## src/rtl/core/baatan_pkg.sv

```systemverilog
`default_nettype none

package baatan_pkg;

    localparam int TABLE_SIZE = 2000;
    localparam int COORD_BITS = 32;
    localparam int ANGLE_BITS = 16;

    localparam int IDX_W = $clog2(TABLE_SIZE);
    localparam int TS_W  = $clog2(TABLE_SIZE + 1);
    localparam int NUM_W = COORD_BITS + TS_W;

    localparam logic [IDX_W-1:0] IDX_LAST = IDX_W'(TABLE_SIZE - 1);
    localparam logic [NUM_W-1:0] NUM_SCALE = NUM_W'(TABLE_SIZE);

    localparam logic [ANGLE_BITS-1:0] ANG_HALF    = ANGLE_BITS'(1) << (ANGLE_BITS - 1);
    localparam logic [ANGLE_BITS-1:0] ANG_QUARTER = ANG_HALF >> 1;
    localparam logic [ANGLE_BITS-1:0] ANG_EIGHTH  = ANG_HALF >> 2;

    localparam int          FRAC_BITS  = 60;
    localparam logic [63:0] PI_Q60     = 64'h3243F6A8885A308D;
    localparam int          SERIES_CAP = 200;

    typedef enum logic [1:0] {
        CLS_ZERO_Y,
        CLS_DIAG,
        CLS_ZERO_X,
        CLS_GENERAL
    } cls_t;

    typedef struct packed {
        cls_t cls;
        logic swap;
        logic xneg;
        logic yneg;
    } side_t;

    typedef logic [ANGLE_BITS-1:0] rom_word_t;

    function automatic logic [63:0] mul_q60(input logic [63:0] u, input logic [63:0] v);
        logic [127:0] p;
        p = {64'd0, u} * {64'd0, v};
        return p[123:60];
    endfunction

    function automatic logic [63:0] frac_div(input logic [63:0] n, input logic [63:0] d,
                                             input int bits);
        logic [63:0] q;
        logic [63:0] r;
        q = '0;
        r = n;
        for (int k = 0; k < bits; k++) begin
            r = r << 1;
            q = q << 1;
            if (r >= d) begin
                r = r - d;
                q[0] = 1'b1;
            end
        end
        return q;
    endfunction

    function automatic logic [63:0] long_div(input logic [63:0] t, input logic [63:0] d);
        logic [63:0] q;
        logic [63:0] r;
        q = '0;
        r = '0;
        for (int k = 63; k >= 0; k--) begin
            r = {r[62:0], t[k]};
            if (r >= d) begin
                r = r - d;
                q[k] = 1'b1;
            end
        end
        return q;
    endfunction

    // Series for atan(a/b) in Q60, scaled to the binary angle.
    function automatic rom_word_t atan_entry(input logic [63:0] a, input logic [63:0] b);
        logic [63:0] a2;
        logic [63:0] s2;
        logic [63:0] pref;
        logic [63:0] yq;
        logic [63:0] term;
        logic [63:0] sum;
        logic [63:0] n;
        logic [63:0] res;
        if (a == 64'd0) begin
            return '0;
        end
        a2   = a * a;
        s2   = a2 + b * b;
        pref = frac_div(a * b, s2, FRAC_BITS);
        yq   = frac_div(a2, s2, FRAC_BITS);
        term = 64'd1 << FRAC_BITS;
        sum  = term;
        n    = 64'd1;
        while (n <= 64'(SERIES_CAP) && term != 64'd0) begin
            term = mul_q60(term, yq);
            term = term - long_div(term, 2 * n + 64'd1);
            sum  = sum + term;
            n    = n + 64'd1;
        end
        res = frac_div(mul_q60(pref, sum), PI_Q60, ANGLE_BITS - 1);
        return res[ANGLE_BITS-1:0];
    endfunction

endpackage

`default_nettype wire

```

## src/rtl/core/baatan_div.sv

```systemverilog
`default_nettype none

module baatan_div
    import baatan_pkg::*;
(
    input  wire logic                  clk,
    input  wire logic                  rst_n,
    input  wire logic                  in_valid,
    output logic                       in_ready,
    input  wire logic [NUM_W-1:0]      in_num,
    input  wire logic [COORD_BITS-1:0] in_den,
    input  wire side_t                 in_side,
    output logic                       out_valid,
    input  wire logic                  out_ready,
    output logic [IDX_W-1:0]           out_quo,
    output side_t                      out_side
);

    logic [IDX_W-1:0]      vld_reg;
    logic [NUM_W-1:0]      rem_reg  [IDX_W];
    logic [COORD_BITS-1:0] den_reg  [IDX_W];
    logic [IDX_W-1:0]      quo_reg  [IDX_W];
    side_t                 side_reg [IDX_W];

    logic [IDX_W-1:0]      vld_src;
    logic [NUM_W-1:0]      rem_src  [IDX_W];
    logic [COORD_BITS-1:0] den_src  [IDX_W];
    logic [IDX_W-1:0]      quo_src  [IDX_W];
    side_t                 side_src [IDX_W];

    logic [IDX_W-1:0]      stage_rdy;
    logic [IDX_W-1:0]      down_rdy;
    logic [NUM_W-1:0]      trial    [IDX_W];
    logic [NUM_W-1:0]      rem_next [IDX_W];
    logic [IDX_W-1:0]      quo_next [IDX_W];

    for (genvar s = 0; s < IDX_W; s++) begin : g_link
        if (s == 0) begin : g_first
            assign vld_src[s]  = in_valid;
            assign rem_src[s]  = in_num;
            assign den_src[s]  = in_den;
            assign quo_src[s]  = '0;
            assign side_src[s] = in_side;
        end else begin : g_rest
            assign vld_src[s]  = vld_reg[s-1];
            assign rem_src[s]  = rem_reg[s-1];
            assign den_src[s]  = den_reg[s-1];
            assign quo_src[s]  = quo_reg[s-1];
            assign side_src[s] = side_reg[s-1];
        end
        if (s == IDX_W - 1) begin : g_tail
            assign down_rdy[s] = out_ready;
        end else begin : g_mid
            assign down_rdy[s] = stage_rdy[s+1];
        end
    end

    // Each stage settles one quotient bit, most significant first.
    always_comb
    begin
        for (int s = 0; s < IDX_W; s++) begin
            trial[s]     = NUM_W'(den_src[s]) << (IDX_W - 1 - s);
            rem_next[s]  = rem_src[s];
            quo_next[s]  = quo_src[s];
            if (rem_src[s] >= trial[s]) begin
                rem_next[s]              = rem_src[s] - trial[s];
                quo_next[s][IDX_W-1-s]   = 1'b1;
            end
            stage_rdy[s] = !vld_reg[s] || down_rdy[s];
        end
    end

    always_ff @(posedge clk or negedge rst_n)
    begin
        if (!rst_n) begin
            vld_reg <= '0;
        end else begin
            for (int s = 0; s < IDX_W; s++) begin
                if (stage_rdy[s]) begin
                    vld_reg[s] <= vld_src[s];
                end
            end
        end
    end

    always_ff @(posedge clk)
    begin
        for (int s = 0; s < IDX_W; s++) begin
            if (stage_rdy[s] && vld_src[s]) begin
                rem_reg[s]  <= rem_next[s];
                den_reg[s]  <= den_src[s];
                quo_reg[s]  <= quo_next[s];
                side_reg[s] <= side_src[s];
            end
        end
    end

    assign in_ready  = stage_rdy[0];
    assign out_valid = vld_reg[IDX_W-1];
    assign out_quo   = quo_reg[IDX_W-1];
    assign out_side  = side_reg[IDX_W-1];

endmodule

`default_nettype wire

```

## config.mk

```make
export PLATFORM = sky130hd
export DESIGN_NAME = baatan_div
export DESIGN_NICKNAME = d
export VERILOG_FILES = /design/src/rtl/core/baatan_pkg.sv /design/src/rtl/core/baatan_div.sv
export SDC_FILE = /design/constraint.sdc
export NUM_CORES = 2
export LEC_CHECK = 0
export BUFFER_PORTS_ARGS = -buffer_cell sky130_fd_sc_hd__buf_2
export CORE_MARGIN = 8
export CORE_UTILIZATION = 50
export CTS_BUF_LIST = sky130_fd_sc_hd__clkbuf_16
export CTS_CLUSTER_DIAMETER = 30
export CTS_CLUSTER_SIZE = 40
export DETAILED_ROUTE_END_ITERATION = 6
export MAX_ROUTING_LAYER = met4
export PLACE_DENSITY = 0.66
export SLEW_MARGIN = 10
export SYNTH_ARGS = -nofsm -noshare
export SYNTH_HDL_FRONTEND = slang
export SYNTH_SLANG_ARGS = --single-unit
```

## constraint.sdc

```tcl
create_clock -name clk -period 7.12 [get_ports clk]
set_clock_uncertainty 0.05 [all_clocks]
set_input_delay 1.068 -clock clk [delete_from_list [all_inputs] [get_ports clk]]
set_output_delay 1.068 -clock clk [all_outputs]
set_load 0.01 [all_outputs]
```

# Word level (Yosys, flattened, before mapping)
# Memories as Yosys holds them, arrays and structs flattened.
# Index checks and enable logic that the tools add are counted.
[word_totals] inputBits=84 output_inout_bits=18 elab_cells=114 romBits=0 mem_bits_rw=1001 latchBits=0 reg_bits=11 mem_count=4
[classes] shifts=0 magnitude_cmp=11 addsub=11 bitwise_logic=0 multipliers=0 n_div=0 eq_ne=0 mux=44 n_reduce_logical=33
[mem_list] memory="rem_reg" depth=11 width=43 rd=10 rd_ports_with_merged_regs=0 wr=11 line="baatan_div.sv:20" text="logic [NUM_W-1:0] rem_reg [IDX_W];"
[mem_list] memory="den_reg" depth=11 width=32 rd=10 rd_ports_with_merged_regs=0 wr=11 line="baatan_div.sv:21" text="logic [COORD_BITS-1:0] den_reg [IDX_W];"
[mem_list] memory="quo_reg" depth=11 width=11 rd=11 rd_ports_with_merged_regs=0 wr=11 line="baatan_div.sv:22" text="logic [IDX_W-1:0] quo_reg [IDX_W];"
[mem_list] memory="side_reg" depth=11 width=5 rd=11 rd_ports_with_merged_regs=0 wr=11 line="baatan_div.sv:23" text="side_t side_reg [IDX_W];"
[op_table] cell="$mux W43" n=11
[op_table] cell="$ge A43 B32 Y1" n=1
[op_table] cell="$ge A43 B33 Y1" n=1
[op_table] cell="$ge A43 B34 Y1" n=1
[op_table] cell="$ge A43 B35 Y1" n=1
[op_table] cell="$ge A43 B36 Y1" n=1
[op_table] cell="$ge A43 B37 Y1" n=1
[op_table] cell="$ge A43 B38 Y1" n=1
[op_table] cell="$ge A43 B39 Y1" n=1
[op_table] cell="$ge A43 B40 Y1" n=1
[op_table] cell="$ge A43 B41 Y1" n=1
[op_table] cell="$ge A43 B42 Y1" n=1
[op_table] cell="$sub A43 B32 Y43" n=1
[op_table] cell="$sub A43 B33 Y43" n=1
[op_table] cell="$sub A43 B34 Y43" n=1
[op_table] cell="$sub A43 B35 Y43" n=1
[op_table] cell="$sub A43 B36 Y43" n=1
[op_table] cell="$sub A43 B37 Y43" n=1
[op_table] cell="$sub A43 B38 Y43" n=1
[op_table] cell="$sub A43 B39 Y43" n=1
[op_table] cell="$sub A43 B40 Y43" n=1
[op_table] cell="$sub A43 B41 Y43" n=1
[op_table] cell="$sub A43 B42 Y43" n=1
[op_table] cell="$mux W1" n=33
[op_table] cell="other kinds (3)" n=33

# Logic depth before layout (Yosys ltp)
[logic_depth] ltp_word=15 ltp_mapped=16

# Worst setup path after synthesis
# No wires, ideal clock.
[synth_path] path_kind="in2reg" from="input port out_ready" to="memory den_reg[4][0] (enable)" setup_time_ns=0.579 t_arrival_ns=5.610 path_buffers=0 t_required_ns=6.491 path_slack_ns=0.881 stages=4 path_cell_list="nor2b_1 -> nand3_1 -> nor2_1 -> a31oi_1"
[synth_rtl] item="from (decl)" line="baatan_div.sv:14" text="input wire logic out_ready,"
[synth_rtl] item="to (decl)" line="baatan_div.sv:21"

==> results.py <==
metrics = {
    "route": {
        "viasPerCell": 5.46,
        "final_antenna_net_count": 0,
        "wl_per_cell_um": 17.6,
        "drc": 0,
        "drt-initial-drc-count": 2050,
        "dr.pass1.iters": 5,
        "vias": 34100,
        "finalWirelength_mm": 110,
    },
    "synthesis": {
        "synth_top_cell_area_share_pct": 52.1,
        "yosysTopAreaCell": "edfxtp_1",
        "synth.distinct_cells": 100,
        "synthCells": 4632,
        "synth_area_leaders": "edfxtp_1, ha_1, a21oi_1",
        "ys_ff_latch": 882,
        "yosys_warnings": 0,
        "synth_ff_type": "edfxtp_1",
        "ys_async_sr_fraction_pct": 1.25,
        "synth_nets": 5078,
        "synth_area_per_cell_um2": 10.8,
        "synth_seq_area_share_pct": 52.7,
        "syn_area_um2": 50200,
        "synth_edf_count": 871,
    },
    "power": {
        "p_int_uw": 18000,
        "irDropWorstVdd_mv": 0.254,
        "switchingPower_uw": 10000,
        "p_clk_share_pct": 29.1,
        "pwr_density_cell_nw_per_um2": 483,
        "power_frac_comb_pct": 38.6,
        "p_sw_share_pct": 35.7,
        "p_seq_share_pct": 32.3,
        "leakagePower_uw": 0.0236,
    },
    "final_layout": {
        "antenna_cells": 0,
        "finalNetCount": 5248,
        "nFillCells": 8339,
        "final_cells": 6248,
        "multi_input_area_um2": 21600,
        "largest_reg_flops": 430,
        "regArea_um2": 26400,
        "stdcell_area_um2": 58100,
        "drive_gt1_share_pct": 10.6,
        "syn_to_final_growth_pct": 15.9,
    },
    "global_routing": {
        "grt_pass1_vias": 35000,
        "grt_start_max_net_pins": 86,
        "grt_antenna_before_repair": 1,
        "track_usage_pct": 20.3,
        "grt_pass1_wl_mm": 178,
        "gr-total-overflow": 0,
    },
    "critical_path": {
        "rrSetupSlack_ps": 2410,
        "r2r-start": "rem_reg[2][7]",
        "worstPathRequired_ps": 7520,
        "crit_buf_inv": 3,
        "reg2reg_to": "rem_reg[3][20]",
        "worstSetupStartpointType": "flop",
        "cp_max_fo": 36,
        "reg2reg_depth": 15,
        "endpoint_kind": "flop",
        "path_cells": "inv_1 -> ha_1 -> inv_1 -> fa_1 -> a211oi_1 -> o211ai_1 -> a21o_1 -> a31oi_1 -> o31ai_1 -> a21oi_1 -> a21o_1 -> and2_0 -> clkinv_1 -> nor2_1 -> a21oi_1",
        "arrival_ps": 5120,
        "slowest_stage": "clkinv_1",
        "path_delay_family": "compound AO/OA/AOI/OAI gates",
        "worst-setup-path-type": "reg -> reg",
        "cpPeakStageDelay_ps": 800,
    },
    "cts": {
        "cts.path.max_buffers": 3,
        "hold_buffers": 0,
        "cts_setup_buffers": 0,
        "htreeDepth": 4,
        "cts_buffers": 177,
        "cts_tree": "built",
        "cts.clk_slew.worst_paths_ps": 50,
        "clock-sinks": 882,
        "cts_root_buf": "clkbuf_16",
        "cts.repair.resized": 0,
        "clk-insertion-delay-late_ps": 770,
    },
    "floorplan": {
        "core_region_area_um2": 99700,
        "start_util_pct": 50.3,
        "die_x_um": 333,
        "die-area_um2": 111000,
        "ios": 102,
        "die_h_um": 333,
        "core.rowCount": 116,
    },
    "sta": {
        "finalWorstSetupSlack_ps": 2410,
        "whs_ps": 105,
        "setup_viol": 0,
        "period_needed_ps": 4710,
        "period_share_pct": 66.2,
        "max_slew_margin_pct": 17.4,
        "setup_tns_ps": 0,
        "slew_violations": 0,
        "tightest_slew_ps": 1210,
        "hold_viol_final": 0,
        "rsz0062_at_grt": "false",
        "clock.fmax_mhz": 212,
    },
    "placed_design": {
        "io_buffers": 101,
        "dp_slack_ps": 2200,
        "placed_area_um2": 52000,
        "gp_congestion": 0.938,
        "dp.final_hpwl_mm": 85.2,
        "dp_cells": 5921,
    },
    "hold_path": {
        "hold_path_class": "in -> async",
    },
    "job": {
        "drv_cap": 0,
    },
    "run_status": {
        "status": "completed",
    },
}
worst max-delay path by stage:
stage                  startpoint        endpoint  slack (ps)  depth (start not counted)
floorplan               out_ready   den_reg[4][0]         880                          4
global placement        in_den[1]  rem_reg[0][14]        2230                         13
detailed placement      in_den[1]  rem_reg[0][22]        2200                         13
CTS                 rem_reg[2][7]  rem_reg[3][14]        2410                         15
global route        rem_reg[2][7]  rem_reg[3][20]        1990                         15
finish              rem_reg[2][7]  rem_reg[3][20]        2410                         15
cell type report:
type	instances	share of cell area, %
flip-flops and latches	882	45.5
inverters	439	2.83
clock buffers	177	7.62
clock inverters	150	2.93
well taps	1298	2.79
multi-input cells	3173	37.1
repair buffers	129	1.23
cells by family (layout without fill, tap and decap cells):
group,Yosys count,in the layout,share of synthesized area [%]
muxes,44,44,0.983
AOI/OAI and AO/OA,1276,1276,15.8
xor gates and xnor gates,324,324,5.66
DFF,882,882,52.7
and+or+nand+nor,1167,1167,11.2
buffers and inverters,577,895,4.47
adders and majority gates,362,362,9.18
metal layers:
| layer | vias to the layer above | wire (um) | global-route usage, % |
|---|---|---|---|
| met5 | - | 0 | - |
| met4 | 0 | 7160 | 12.7 |
| met3 | 320 | 3800 | 3.17 |
| met2 | 794 | 54700 | 35.4 |
| met1 | 15600 | 44500 | 21.5 |
| li1 | 17400 | - | - |
cells in the final DEF (no fill, tap or decap), types with 28 or more instances in the layout:
| cell | netlist | layout |
|---|---|---|
| nor2b_1 | 49 | 46 |
| and3_1 | 30 | 30 |
| o21a_1 | 46 | 46 |
| edfxtp_1 | 871 | 871 |
| a21o_1 | 175 | 174 |
| xor2_1 | 159 | 159 |
| nor3_1 | 65 | 65 |
| mux2_2 | 39 | 39 |
| inv_1 | 437 | 456 |
| buf_4 | 6 | 28 |
| nand2b_1 | 49 | 49 |
| nand2_1 | 358 | 358 |
| clkbuf_16 | 0 | 177 |
| nand3_1 | 75 | 75 |
| o211ai_1 | 29 | 29 |
| ha_1 | 352 | 352 |
| nor2_1 | 311 | 311 |
| o21bai_1 | 49 | 49 |
| nand4_1 | 74 | 74 |
| a21oi_1 | 443 | 443 |
| a31oi_1 | 39 | 38 |
| buf_2 | 24 | 101 |
| o21ai_0 | 303 | 303 |
| xnor2_1 | 165 | 165 |
per-stage QoR:
stage          power [uW]  utilization, %
2_1_floorplan       17300               -
3_3_place_gp        19800            52.1
3_5_place_dp        19900            52.1
4_1_cts             28200            58.3
5_1_grt             29900            58.3
6_report            28100            58.3
power by group through the flow:
stage                     clock, uW  combinational (uW)  sequential [uW]
after global routing           8590               12100             9230
after CTS                      8340               10800             9060
after floorplan                   0                8440             8830
final                          8170               10800             9060
after detailed placement          0               10700             9140
after global placement            0               10700             9120
cells in the mapped netlist (24+ instances only):
cell	n
a21o_1	175
a21oi_1	443
a31oi_1	39
and3_1	30
buf_2	24
clkbuf_1	93
edfxtp_1	871
ha_1	352
inv_1	437
mux2_2	39
nand2_1	358
nand2b_1	49
nand3_1	75
nand4_1	74
nor2_1	311
nor2b_1	49
nor3_1	65
nor4_1	27
o211ai_1	29
o21a_1	46
o21ai_0	303
o21bai_1	49
or3_1	27
xnor2_1	165
xor2_1	159
Power figures use the tool's default switching activity.
